## src/otta_pkg.sv

```systemverilog
// ----------------------------------------------------------------------------
// otta_pkg: shared types and constants of the obstacle track table
// Field widths, status codes, register indexes, controller states and the
// command and status bundles between controller and datapath.
// ----------------------------------------------------------------------------
`default_nettype none

package otta_pkg;

   localparam int MAX_OBSTACLES_DEF = 32;

   localparam int ID_W     = 16;
   localparam int POS_W    = 32;
   localparam int RADIUS_W = 16;
   localparam int VEL_W    = 16;
   localparam int FADE_W   = 8;
   localparam int THR_W    = 32;
   localparam int STATUS_W = 3;
   localparam int COUNT_W  = 6;
   localparam int CSR_IDX_W  = 1;
   localparam int CSR_DATA_W = 32;

   localparam logic OP_REPORT = 1'b0;
   localparam logic OP_TICK   = 1'b1;

   localparam logic [STATUS_W-1:0] STATUS_INSERTED = 3'd0;
   localparam logic [STATUS_W-1:0] STATUS_UPDATED  = 3'd1;
   localparam logic [STATUS_W-1:0] STATUS_SLOW     = 3'd2;
   localparam logic [STATUS_W-1:0] STATUS_FULL     = 3'd3;
   localparam logic [STATUS_W-1:0] STATUS_TICK     = 3'd4;

   localparam logic [CSR_IDX_W-1:0] CSR_SPEED_THRESHOLD = 1'd0;
   localparam logic [CSR_IDX_W-1:0] CSR_FADE_RELOAD     = 1'd1;

   localparam logic [THR_W-1:0]  SPEED_THRESHOLD_RESET = 32'd2621;
   localparam logic [FADE_W-1:0] FADE_RELOAD_RESET     = 8'd11;

   typedef struct packed {
      logic                       operation;
      logic [ID_W-1:0]            obstacle_id;
      logic signed [POS_W-1:0]    pos_x;
      logic signed [POS_W-1:0]    pos_y;
      logic [RADIUS_W-1:0]        radius;
      logic signed [VEL_W-1:0]    vel_x;
      logic signed [VEL_W-1:0]    vel_y;
   } req_item_type;

   typedef struct packed {
      logic signed [POS_W-1:0]    pos_x;
      logic signed [POS_W-1:0]    pos_y;
      logic [RADIUS_W-1:0]        radius;
      logic signed [VEL_W-1:0]    vel_x;
      logic signed [VEL_W-1:0]    vel_y;
   } entry_payload_type;

   typedef enum logic [2:0] {
      CTL_IDLE,
      CTL_SQUARE,
      CTL_CHECK,
      CTL_SCAN,
      CTL_COMMIT,
      CTL_DONE
   } ctl_state_type;

   typedef struct packed {
      logic capture;
      logic square;
      logic scan_en;
      logic commit;
      logic load_out;
   } ctl_cmd_type;

   typedef struct packed {
      logic is_tick;
      logic slow;
      logic scan_done;
   } dp_status_type;

endpackage

`default_nettype wire

```

## src/otta_if.sv

```systemverilog
// ----------------------------------------------------------------------------
// otta_if: channel interfaces of the obstacle track table
// Report/tick request channel, result channel and register write channel.
// ----------------------------------------------------------------------------
`default_nettype none

interface otta_req_if
   import otta_pkg::*;
   ();
   logic                    valid;
   logic                    ready;
   logic                    operation;
   logic [ID_W-1:0]         obstacle_id;
   logic signed [POS_W-1:0] pos_x;
   logic signed [POS_W-1:0] pos_y;
   logic [RADIUS_W-1:0]     radius;
   logic signed [VEL_W-1:0] vel_x;
   logic signed [VEL_W-1:0] vel_y;

   modport source (output valid, operation, obstacle_id, pos_x, pos_y, radius,
                   vel_x, vel_y, input ready);
   modport sink   (input valid, operation, obstacle_id, pos_x, pos_y, radius,
                   vel_x, vel_y, output ready);
endinterface

interface otta_rsp_if
   import otta_pkg::*;
   ();
   logic                valid;
   logic                ready;
   logic [STATUS_W-1:0] status;
   logic [COUNT_W-1:0]  evicted_count;
   logic [COUNT_W-1:0]  occupancy;

   modport source (output valid, status, evicted_count, occupancy, input ready);
   modport sink   (input valid, status, evicted_count, occupancy, output ready);
endinterface

interface otta_csr_if
   import otta_pkg::*;
   ();
   logic                  valid;
   logic                  ready;
   logic [CSR_IDX_W-1:0]  index;
   logic [CSR_DATA_W-1:0] data;

   modport source (output valid, index, data, input ready);
   modport sink   (input valid, index, data, output ready);
endinterface

`default_nettype wire

```

## src/obstacle_track_table_aging_core.sv

```systemverilog
// ----------------------------------------------------------------------------
// obstacle_track_table_aging_core: moving obstacle track table with aging
// Top level: register file, controller and datapath.
// ----------------------------------------------------------------------------
// Each item gives one result. Items are handled one at a time. A report
// whose squared speed is at or below the threshold skips the table sweep;
// a tracked report and a tick sweep the id and fade memories at one entry
// per cycle. A new item is taken while the previous result waits in the
// output register. Register writes are always ready.
// ----------------------------------------------------------------------------
`default_nettype none

module obstacle_track_table_aging_core
   import otta_pkg::*;
   #(
   parameter int MAX_OBSTACLES = MAX_OBSTACLES_DEF
   )
   (
   input  wire logic  clock,
   input  wire logic  reset,
   otta_req_if.sink   req_chan,
   otta_rsp_if.source rsp_chan,
   otta_csr_if.sink   csr_chan
   );

   logic [THR_W-1:0]  speed_threshold_sq_ff, speed_threshold_sq_in;
   logic [FADE_W-1:0] fade_reload_ff, fade_reload_in;
   logic              csr_write;
   ctl_cmd_type       cmd;
   dp_status_type     status;
   req_item_type      req_item;

   assign csr_chan.ready = 1'b1;
   assign csr_write      = csr_chan.valid;

   always_comb begin
      speed_threshold_sq_in = speed_threshold_sq_ff;
      fade_reload_in        = fade_reload_ff;
      if (csr_write) begin
         case (csr_chan.index)
            CSR_SPEED_THRESHOLD: speed_threshold_sq_in = csr_chan.data[THR_W-1:0];
            CSR_FADE_RELOAD:     fade_reload_in        = csr_chan.data[FADE_W-1:0];
            default: begin
            end
         endcase
      end
   end

   always_ff @(posedge clock) begin
      if (reset) begin
         speed_threshold_sq_ff <= SPEED_THRESHOLD_RESET;
         fade_reload_ff        <= FADE_RELOAD_RESET;
      end else begin
         speed_threshold_sq_ff <= speed_threshold_sq_in;
         fade_reload_ff        <= fade_reload_in;
      end
   end

   assign req_item.operation   = req_chan.operation;
   assign req_item.obstacle_id = req_chan.obstacle_id;
   assign req_item.pos_x       = req_chan.pos_x;
   assign req_item.pos_y       = req_chan.pos_y;
   assign req_item.radius      = req_chan.radius;
   assign req_item.vel_x       = req_chan.vel_x;
   assign req_item.vel_y       = req_chan.vel_y;

   otta_ctrl u_ctrl (
      .clock     (clock),
      .reset     (reset),
      .req_valid (req_chan.valid),
      .req_ready (req_chan.ready),
      .rsp_valid (rsp_chan.valid),
      .rsp_ready (rsp_chan.ready),
      .status    (status),
      .cmd       (cmd)
   );

   otta_datapath #(
      .MAX_OBSTACLES (MAX_OBSTACLES)
   ) u_datapath (
      .clock              (clock),
      .reset              (reset),
      .cmd                (cmd),
      .status             (status),
      .req_item           (req_item),
      .speed_threshold_sq (speed_threshold_sq_ff),
      .fade_reload        (fade_reload_ff),
      .out_status         (rsp_chan.status),
      .out_evicted_count  (rsp_chan.evicted_count),
      .out_occupancy      (rsp_chan.occupancy)
   );

endmodule

`default_nettype wire

```

## src/otta_ctrl.sv

```systemverilog
// ----------------------------------------------------------------------------
// otta_ctrl: sequencing controller of the obstacle track table
// Walks one item through square, threshold check, table sweep, commit and
// result load as they apply. Owns the request ready and the result valid.
// ----------------------------------------------------------------------------
`default_nettype none

module otta_ctrl
   import otta_pkg::*;
   (
   input  wire logic          clock,
   input  wire logic          reset,
   input  wire logic          req_valid,
   output logic               req_ready,
   output logic               rsp_valid,
   input  wire logic          rsp_ready,
   input  wire dp_status_type status,
   output ctl_cmd_type        cmd
   );

   ctl_state_type state_ff, state_in;
   logic          out_valid_ff, out_valid_in;
   logic          out_free;

   assign out_free = !out_valid_ff || rsp_ready;

   always_comb begin
      state_in = state_ff;
      case (state_ff)
         CTL_IDLE: begin
            if (req_valid) begin
               state_in = CTL_SQUARE;
            end
         end
         CTL_SQUARE: begin
            state_in = status.is_tick ? CTL_SCAN : CTL_CHECK;
         end
         CTL_CHECK: begin
            state_in = status.slow ? CTL_DONE : CTL_SCAN;
         end
         CTL_SCAN: begin
            if (status.scan_done) begin
               state_in = status.is_tick ? CTL_DONE : CTL_COMMIT;
            end
         end
         CTL_COMMIT: begin
            state_in = CTL_DONE;
         end
         CTL_DONE: begin
            if (out_free) begin
               state_in = CTL_IDLE;
            end
         end
         default: begin
            state_in = CTL_IDLE;
         end
      endcase
   end

   always_comb begin
      cmd       = '0;
      req_ready = 1'b0;
      case (state_ff)
         CTL_IDLE: begin
            req_ready   = 1'b1;
            cmd.capture = req_valid;
         end
         CTL_SQUARE: begin
            cmd.square = 1'b1;
         end
         CTL_CHECK: begin
         end
         CTL_SCAN: begin
            cmd.scan_en = 1'b1;
         end
         CTL_COMMIT: begin
            cmd.commit = 1'b1;
         end
         CTL_DONE: begin
            cmd.load_out = out_free;
         end
         default: begin
         end
      endcase
   end

   always_comb begin
      out_valid_in = out_valid_ff;
      if (cmd.load_out) begin
         out_valid_in = 1'b1;
      end else if (rsp_ready) begin
         out_valid_in = 1'b0;
      end
   end

   assign rsp_valid = out_valid_ff;

   always_ff @(posedge clock) begin
      if (reset) begin
         state_ff     <= CTL_IDLE;
         out_valid_ff <= 1'b0;
      end else begin
         state_ff     <= state_in;
         out_valid_ff <= out_valid_in;
      end
   end

endmodule

`default_nettype wire

```

## src/otta_datapath.sv

```systemverilog
// ----------------------------------------------------------------------------
// otta_datapath: table storage and per-entry processing
// Holds the captured item, the speed squares, the entry memories and valid
// bits, the sweep pointer with its registered read stage, the match and free
// slot trackers, the occupancy and eviction counters and the result register.
// ----------------------------------------------------------------------------
`default_nettype none

module otta_datapath
   import otta_pkg::*;
   #(
   parameter int MAX_OBSTACLES = MAX_OBSTACLES_DEF
   )
   (
   input  wire logic              clock,
   input  wire logic              reset,
   input  wire ctl_cmd_type       cmd,
   output dp_status_type          status,
   input  wire req_item_type      req_item,
   input  wire logic [THR_W-1:0]  speed_threshold_sq,
   input  wire logic [FADE_W-1:0] fade_reload,
   output logic [STATUS_W-1:0]    out_status,
   output logic [COUNT_W-1:0]     out_evicted_count,
   output logic [COUNT_W-1:0]     out_occupancy
   );

   localparam int IDX_W = $clog2(MAX_OBSTACLES);
   localparam int CNT_W = $clog2(MAX_OBSTACLES + 1);
   localparam int EXT_W = (CNT_W > COUNT_W) ? CNT_W : COUNT_W;
   localparam logic [IDX_W-1:0] LAST_IDX = IDX_W'(MAX_OBSTACLES - 1);

   req_item_type              req_ff, req_in;
   logic [THR_W-1:0]          sq_x_ff, sq_x_in, sq_y_ff, sq_y_in;
   logic [IDX_W-1:0]          addr_ff, addr_in;
   logic                      issue_done_ff, issue_done_in;
   logic                      rd_vld_ff, rd_vld_in;
   logic [IDX_W-1:0]          rd_idx_ff, rd_idx_in;
   logic [ID_W-1:0]           rd_id_ff;
   logic [FADE_W-1:0]         rd_fade_ff;
   logic [MAX_OBSTACLES-1:0]  valid_ff, valid_in;
   logic                      match_found_ff, match_found_in;
   logic [IDX_W-1:0]          match_idx_ff, match_idx_in;
   logic                      free_found_ff, free_found_in;
   logic [IDX_W-1:0]          free_idx_ff, free_idx_in;
   logic [CNT_W-1:0]          occ_ff, occ_in;
   logic [CNT_W-1:0]          evict_ff, evict_in;
   logic [STATUS_W-1:0]       res_status_ff, res_status_in;
   logic [STATUS_W-1:0]       out_status_ff;
   logic [COUNT_W-1:0]        out_evicted_ff, out_occ_ff;

   logic [ID_W-1:0]           id_mem   [MAX_OBSTACLES];
   logic [FADE_W-1:0]         fade_mem [MAX_OBSTACLES];
   entry_payload_type         pay_mem  [MAX_OBSTACLES];

   logic                      id_we, pay_we, fade_we;
   logic [IDX_W-1:0]          slot, fade_waddr;
   logic [FADE_W-1:0]         fade_wdata;
   logic signed [2*VEL_W-1:0] prod_x, prod_y;
   logic [THR_W:0]            speed_sum;
   logic [EXT_W-1:0]          evict_ext, occ_ext;
   entry_payload_type         payload;

   assign prod_x    = req_ff.vel_x * req_ff.vel_x;
   assign prod_y    = req_ff.vel_y * req_ff.vel_y;
   assign speed_sum = {1'b0, sq_x_ff} + {1'b0, sq_y_ff};

   assign status.is_tick   = (req_ff.operation == OP_TICK);
   assign status.slow      = (speed_sum <= {1'b0, speed_threshold_sq});
   assign status.scan_done = issue_done_ff && !rd_vld_ff;

   assign payload.pos_x  = req_ff.pos_x;
   assign payload.pos_y  = req_ff.pos_y;
   assign payload.radius = req_ff.radius;
   assign payload.vel_x  = req_ff.vel_x;
   assign payload.vel_y  = req_ff.vel_y;

   always_comb begin
      req_in         = req_ff;
      sq_x_in        = sq_x_ff;
      sq_y_in        = sq_y_ff;
      addr_in        = addr_ff;
      issue_done_in  = issue_done_ff;
      rd_vld_in      = cmd.scan_en && !issue_done_ff;
      rd_idx_in      = addr_ff;
      valid_in       = valid_ff;
      match_found_in = match_found_ff;
      match_idx_in   = match_idx_ff;
      free_found_in  = free_found_ff;
      free_idx_in    = free_idx_ff;
      occ_in         = occ_ff;
      evict_in       = evict_ff;
      res_status_in  = res_status_ff;
      id_we          = 1'b0;
      pay_we         = 1'b0;
      fade_we        = 1'b0;
      slot           = match_idx_ff;
      fade_waddr     = rd_idx_ff;
      fade_wdata     = rd_fade_ff - FADE_W'(1);

      if (cmd.capture) begin
         req_in         = req_item;
         addr_in        = '0;
         issue_done_in  = 1'b0;
         match_found_in = 1'b0;
         free_found_in  = 1'b0;
         evict_in       = '0;
         res_status_in  = (req_item.operation == OP_TICK) ? STATUS_TICK : STATUS_SLOW;
      end

      if (cmd.square) begin
         sq_x_in = THR_W'(unsigned'(prod_x));
         sq_y_in = THR_W'(unsigned'(prod_y));
      end

      if (cmd.scan_en && !issue_done_ff) begin
         if (addr_ff == LAST_IDX) begin
            issue_done_in = 1'b1;
         end else begin
            addr_in = addr_ff + IDX_W'(1);
         end
      end

      if (rd_vld_ff) begin
         if (req_ff.operation == OP_TICK) begin
            if (valid_ff[rd_idx_ff]) begin
               if (rd_fade_ff <= FADE_W'(1)) begin
                  valid_in[rd_idx_ff] = 1'b0;
                  evict_in            = evict_ff + CNT_W'(1);
                  occ_in              = occ_ff - CNT_W'(1);
               end else begin
                  fade_we = 1'b1;
               end
            end
         end else begin
            if (valid_ff[rd_idx_ff] && rd_id_ff == req_ff.obstacle_id && !match_found_ff) begin
               match_found_in = 1'b1;
               match_idx_in   = rd_idx_ff;
            end
            if (!valid_ff[rd_idx_ff] && !free_found_ff) begin
               free_found_in = 1'b1;
               free_idx_in   = rd_idx_ff;
            end
         end
      end

      if (cmd.commit) begin
         if (match_found_ff) begin
            slot          = match_idx_ff;
            res_status_in = STATUS_UPDATED;
         end else if (free_found_ff) begin
            slot          = free_idx_ff;
            res_status_in = STATUS_INSERTED;
            occ_in        = occ_ff + CNT_W'(1);
         end else begin
            res_status_in = STATUS_FULL;
         end
         if (match_found_ff || free_found_ff) begin
            valid_in[slot] = 1'b1;
            id_we          = 1'b1;
            pay_we         = 1'b1;
            fade_we        = 1'b1;
            fade_waddr     = slot;
            fade_wdata     = fade_reload;
         end
      end
   end

   assign evict_ext = EXT_W'(evict_ff);
   assign occ_ext   = EXT_W'(occ_ff);

   always_ff @(posedge clock) begin
      if (id_we) begin
         id_mem[slot] <= req_ff.obstacle_id;
      end
      rd_id_ff <= id_mem[addr_ff];
   end

   always_ff @(posedge clock) begin
      if (fade_we) begin
         fade_mem[fade_waddr] <= fade_wdata;
      end
      rd_fade_ff <= fade_mem[addr_ff];
   end

   always_ff @(posedge clock) begin
      if (pay_we) begin
         pay_mem[slot] <= payload;
      end
   end

   always_ff @(posedge clock) begin
      req_ff       <= req_in;
      sq_x_ff      <= sq_x_in;
      sq_y_ff      <= sq_y_in;
      addr_ff      <= addr_in;
      rd_idx_ff    <= rd_idx_in;
      match_idx_ff <= match_idx_in;
      free_idx_ff  <= free_idx_in;
      if (cmd.load_out) begin
         out_status_ff  <= res_status_ff;
         out_evicted_ff <= (evict_ext > EXT_W'(63)) ? COUNT_W'(63) : evict_ext[COUNT_W-1:0];
         out_occ_ff     <= (occ_ext > EXT_W'(63)) ? COUNT_W'(63) : occ_ext[COUNT_W-1:0];
      end
   end

   always_ff @(posedge clock) begin
      if (reset) begin
         issue_done_ff  <= 1'b1;
         rd_vld_ff      <= 1'b0;
         valid_ff       <= '0;
         match_found_ff <= 1'b0;
         free_found_ff  <= 1'b0;
         occ_ff         <= '0;
         evict_ff       <= '0;
         res_status_ff  <= STATUS_SLOW;
      end else begin
         issue_done_ff  <= issue_done_in;
         rd_vld_ff      <= rd_vld_in;
         valid_ff       <= valid_in;
         match_found_ff <= match_found_in;
         free_found_ff  <= free_found_in;
         occ_ff         <= occ_in;
         evict_ff       <= evict_in;
         res_status_ff  <= res_status_in;
      end
   end

   assign out_status        = out_status_ff;
   assign out_evicted_count = out_evicted_ff;
   assign out_occupancy     = out_occ_ff;

endmodule

`default_nettype wire
```

## src/flat_wrapper.sv

```systemverilog
// flat-port wrapper written by rule: the top's interface ports become plain ports
module obstacle_track_table_aging_core_flat import otta_pkg::*;
#(
   parameter int MAX_OBSTACLES = MAX_OBSTACLES_DEF
   )
  (clock, reset, req_chan_valid, req_chan_operation, req_chan_obstacle_id, req_chan_pos_x, req_chan_pos_y, req_chan_radius, req_chan_vel_x, req_chan_vel_y, req_chan_ready, rsp_chan_valid, rsp_chan_status, rsp_chan_evicted_count, rsp_chan_occupancy, rsp_chan_ready, csr_chan_valid, csr_chan_index, csr_chan_data, csr_chan_ready);
  otta_req_if req_chan_i ();
  otta_rsp_if rsp_chan_i ();
  otta_csr_if csr_chan_i ();
  input  wire logic clock;
  input  wire logic reset;
  input wire logic [$bits(req_chan_i.valid)-1:0] req_chan_valid;
  input wire logic [$bits(req_chan_i.operation)-1:0] req_chan_operation;
  input wire logic [$bits(req_chan_i.obstacle_id)-1:0] req_chan_obstacle_id;
  input wire logic [$bits(req_chan_i.pos_x)-1:0] req_chan_pos_x;
  input wire logic [$bits(req_chan_i.pos_y)-1:0] req_chan_pos_y;
  input wire logic [$bits(req_chan_i.radius)-1:0] req_chan_radius;
  input wire logic [$bits(req_chan_i.vel_x)-1:0] req_chan_vel_x;
  input wire logic [$bits(req_chan_i.vel_y)-1:0] req_chan_vel_y;
  output wire logic [$bits(req_chan_i.ready)-1:0] req_chan_ready;
  output wire logic [$bits(rsp_chan_i.valid)-1:0] rsp_chan_valid;
  output wire logic [$bits(rsp_chan_i.status)-1:0] rsp_chan_status;
  output wire logic [$bits(rsp_chan_i.evicted_count)-1:0] rsp_chan_evicted_count;
  output wire logic [$bits(rsp_chan_i.occupancy)-1:0] rsp_chan_occupancy;
  input wire logic [$bits(rsp_chan_i.ready)-1:0] rsp_chan_ready;
  input wire logic [$bits(csr_chan_i.valid)-1:0] csr_chan_valid;
  input wire logic [$bits(csr_chan_i.index)-1:0] csr_chan_index;
  input wire logic [$bits(csr_chan_i.data)-1:0] csr_chan_data;
  output wire logic [$bits(csr_chan_i.ready)-1:0] csr_chan_ready;
  assign req_chan_i.valid = req_chan_valid;
  assign req_chan_i.operation = req_chan_operation;
  assign req_chan_i.obstacle_id = req_chan_obstacle_id;
  assign req_chan_i.pos_x = req_chan_pos_x;
  assign req_chan_i.pos_y = req_chan_pos_y;
  assign req_chan_i.radius = req_chan_radius;
  assign req_chan_i.vel_x = req_chan_vel_x;
  assign req_chan_i.vel_y = req_chan_vel_y;
  assign req_chan_ready = req_chan_i.ready;
  assign rsp_chan_valid = rsp_chan_i.valid;
  assign rsp_chan_status = rsp_chan_i.status;
  assign rsp_chan_evicted_count = rsp_chan_i.evicted_count;
  assign rsp_chan_occupancy = rsp_chan_i.occupancy;
  assign rsp_chan_i.ready = rsp_chan_ready;
  assign csr_chan_i.valid = csr_chan_valid;
  assign csr_chan_i.index = csr_chan_index;
  assign csr_chan_i.data = csr_chan_data;
  assign csr_chan_ready = csr_chan_i.ready;
  obstacle_track_table_aging_core #(.MAX_OBSTACLES(MAX_OBSTACLES)) u_core (.clock(clock), .reset(reset), .req_chan(req_chan_i), .rsp_chan(rsp_chan_i), .csr_chan(csr_chan_i));
endmodule
```

## config.mk

```make
export PLATFORM = sky130hd
export DESIGN_NAME = obstacle_track_table_aging_core_flat
export DESIGN_NICKNAME = d
export VERILOG_FILES = /design/src/otta_pkg.sv /design/src/otta_if.sv /design/src/obstacle_track_table_aging_core.sv /design/src/otta_ctrl.sv /design/src/otta_datapath.sv /design/src/flat_wrapper.sv
export SDC_FILE = /design/constraint.sdc
export NUM_CORES = 2
export LEC_CHECK = 0
export ABC_CLOCK_PERIOD_IN_PS = 8400
export BUFFER_PORTS_ARGS = -buffer_cell sky130_fd_sc_hd__buf_2
export CAP_MARGIN = 20
export CORE_MARGIN = 1
export CORE_UTILIZATION = 40
export CTS_CLUSTER_DIAMETER = 150
export CTS_CLUSTER_SIZE = 25
export DETAILED_ROUTE_END_ITERATION = 16
export GPL_TIMING_DRIVEN = 0
export PLACE_DENSITY = 0.54
export SLEW_MARGIN = 40
export SYNTH_ARGS = -nofsm -noshare
export SYNTH_HDL_FRONTEND = slang
export SYNTH_SLANG_ARGS = --single-unit
export TNS_END_PERCENT = 50
```

## constraint.sdc

```tcl
create_clock -name clock -period 8.4 [get_ports clock]
set_input_delay 0.84 -clock clock [delete_from_list [all_inputs] [get_ports clock]]
set_output_delay 0.84 -clock clock [all_outputs]
set_load 0.02 [all_outputs]
```

==> summary.txt <==
Run status
  – Run status: complete, no violations

Worst setup path
  – Worst setup path class: flop to flop
  – Worst setup EP type: flop
  – Worst r2r src: u_core.u_datapath.payload[5]
  – Max FO, Critical Path: 10
  – Crit path from: u_core.u_datapath.payload[5]
  – Startpoint Class: flop
  – Reg2Reg Setup Slack: about 720 ps
  – Critical Path RT: 8850 ps
  – CP endpoint: u_core.u_datapath.sq_y_ff[31]
  – CP arrival: a little over 8000 ps
  – Worst reg-to-reg path cell count: 19
  – RR Endpoint: u_core.u_datapath.sq_y_ff[31]

Job
  – Max-capacitance violation count: 0

Floorplanning
  – # rows: 140
  – Die area: 149,400 um2
  – DIE WIDTH: 386.6 um
  – Core area: 146,300 um2
  – Die Y: 386.6 um
  – Initial Utilization: 40.44%
  – Ports: 185

Routing
  – DRC errors left: 0
  – Iter 0 DRT Violations: 2,428
  – Drt first pass iters: 6
  – Via density: 5.217
  – Post-route ant nets: 0
  – Vias: 33,635
  – WL final: 144.9 mm
  – WL/cell: roughly 22 um

Global routing
  – Initial antenna violation count: 2
  – Overall global routing resource usage: around a fifth
  – First-pass GRT wire length: 219.4 mm
  – Largest net degree at the start of global routing: 30
  – Vias in the first global route: approximately 35,000
  – GRT Residual Overflow: 0

Yosys
  – Post-synth top cells: edfxtp_1, inv_1, fa_1, nand2_1, ha_1
  – Mapped Avg Cell Area: approximately 14 um2
  – Synth top area share: 45.89%
  – Syn Inst Count: 4,282
  – Mapped Area: between 50,000 and 60,000 um2
  – Area leader, netlist: edfxtp_1
  – Synthesized net count: approximately 5,200
  – Synthesis warning total: 0
  – FFs w/ async S/R, synth: 0%
  – Seq/Total Area, Yosys: between 50% and 60%
  – Primary FF master, synth: edfxtp_1
  – FF+latch count, synth: 1,033
  – Synth cell types: 76
  – Most frequent cell after synthesis: edfxtp_1
  – Synth area leaders: edfxtp_1, fa_1, mux4_2
  – EDFF count, synth: 904

Clocking
  – Root Driver: clkbuf_16
  – Post-CTS setup buffer count: 0
  – # H-tree levels: 2
  – Num CTS Buffers: 48
  – CTS sink count: 1,033
  – CTS tree: done
  – Clock Latency Late Sink: about 700 ps
  – Clock transition at the registers of the reported paths: ~100 ps
  – Post-CTS Hold Buffers: 0
  – Post-CTS sizing: 0
  – Worst-case clock buffer depth: 3

Timing
  – Relative slew slack: 41.66%
  – RSZ-0062 raised after global routing: no
  – Fin. max-slew vios: 0
  – Final setup TNS: 0 ps
  – # setup viols final: 0
  – Fmax: between 100 and 150 MHz
  – Final Cycle Share: 91.47%
  – Fin. Hold Viols: 0
  – Final worst path period need: 7683 ps
  – Setup Skew: approximately 43 ps
  – Slew at the pin with the worst max-slew slack: 869.3 ps

Place
  – Placed wire-length estimate: about 110 mm
  – Gpl congestion: 0.8615
  – IO Port Bufs: 102

Min path
  – HP Class: input pin to flop

Cells and area
  – Share of cells above drive strength 1: roughly 14%
  – Syn-to-layout area delta: 9.250%
  – Final core occ: 44.18%
  – Nets: 5,375
cell type report:
type | instances | area, um2
Antenna cell | 2 | 5.005
Multi-Input combinational cell | 2383 | 26420
Timing Repair Buffer | 157 | 1289
Tap cell | 1917 | 2399
Sequential cell | 1033 | 29730
Fill cell | 13306 | 81640
Clock inverter | 6 | 128.9
Inverter | 705 | 2651
Clock buffer | 83 | 1333
Buffer | 161 | 671.9
worst max-delay path: stages (launching register included):
cell	delay (ps)
edfxtp_1	340
clkbuf_1	550
clkbuf_1	630
nand2_1	220
fa_1	540
inv_1	70
fa_1	810
fa_1	530
fa_1	500
fa_1	490
inv_1	50
fa_1	470
inv_1	40
ha_1	320
o21ai_0	180
a21oi_1	100
a221o_1	420
o41ai_1	590
a21oi_1	210
a311o_1	390
kinds of logic after synthesis:
family	Yosys count	synth area share, %
buffers and inverters	866	5.519
AO/OA/AOI/OAI	438	4.615
XOR/XNOR	137	2.029
multiplexers	281	10.10
other	1	0.006340
adder cells (fa/ha/maj)	719	21.14
AND/OR/NAND/NOR	807	6.341
flip-flops	1033	50.26
worst min path at each step:
stage | startpoint | to | slack, ps | cells after the start
floorplan | u_core.u_datapath.addr_ff[3] | u_core.u_datapath.rd_idx_ff[3] | 330 | 0
detailed placement | u_core.u_datapath.addr_ff[2] | u_core.u_datapath.rd_idx_ff[2] | 340 | 0
finish | req_chan_vel_y[11] | u_core.u_datapath.payload[11] | 310 | 1
CTS | req_chan_vel_y[11] | u_core.u_datapath.payload[11] | 260 | 1
global placement | u_core.u_datapath.addr_ff[2] | u_core.u_datapath.rd_idx_ff[2] | 340 | 0
global route | req_chan_obstacle_id[7] | u_core.u_datapath.req_ff[119] | 290 | 1
per-stage QoR:
| step | instance area [um2] | instances | hold WS [ps] | setup WS, ps |
|---|---|---|---|---|
| final | 64620 | 6447 | 308.4 | 716.7 |
| after global routing | 64620 | 6446 | 292.3 | 285.7 |
| after CTS | 64580 | 6445 | 260.8 | 670.1 |
| after detailed placement | 63120 | 6356 | 342.7 | 705.2 |
| after global placement | 62060 | 6301 | 340.4 | 728.1 |
| after floorplan | 59150 | 4282 | 329.0 | 1871 |
layer usage:
metal | up-vias | GRT usage, % | share of wire (%)
met1 | 17569 | 26.12 | 43
met5 | - | 0 | 0.0090
met2 | 708 | 34.78 | 51
met3 | 100 | 2.035 | 4.0
li1 | 15256 | - | -
met4 | 2 | 3.557 | 1.6
layout by cell type (no fill, tap or decap), types with 42 or more instances in the layout:
cell type and instances:
nand2_1 311, fa_1 467, xnor2_1 107, mux4_2 250
clkbuf_16 48, buf_2 123, a21o_1 45, o21ai_0 88
and2_1 78, nand3_1 42, nor2_1 179, dfxtp_1 129
a21oi_1 151, clkbuf_1 142, ha_1 252, edfxtp_1 904
inv_1 686
sequential cells by signal, indices dropped and copies added (netlist names), 5 cells and up:
| signal | flops |
|---|---|
| u_core.u_datapath.id_mem | 512 |
| u_core.u_datapath.fade_mem | 256 |
| u_core.speed_threshold_sq_ff | 32 |
| u_core.u_datapath.payload | 32 |
| u_core.u_datapath.valid_ff | 32 |
| u_core.u_datapath.sq_x_ff | 31 |
| u_core.u_datapath.sq_y_ff | 31 |
| u_core.u_datapath.rd_id_ff | 16 |
| u_core.u_datapath.req_ff | 16 |
| u_core.fade_reload_ff | 8 |
| u_core.u_datapath.rd_fade_ff | 8 |
| u_core.u_datapath.evict_ext | 6 |
| u_core.u_datapath.occ_ext | 6 |
| u_core.u_datapath.out_evicted_count | 6 |
| u_core.u_datapath.out_occupancy | 6 |
| u_core.u_datapath.addr_ff | 5 |
| u_core.u_datapath.free_idx_ff | 5 |
| u_core.u_datapath.match_idx_ff | 5 |
| u_core.u_datapath.rd_idx_ff | 5 |
Power is not shown: default switching activity piles up to over one toggle a cycle in this logic, so the estimate is an artifact.
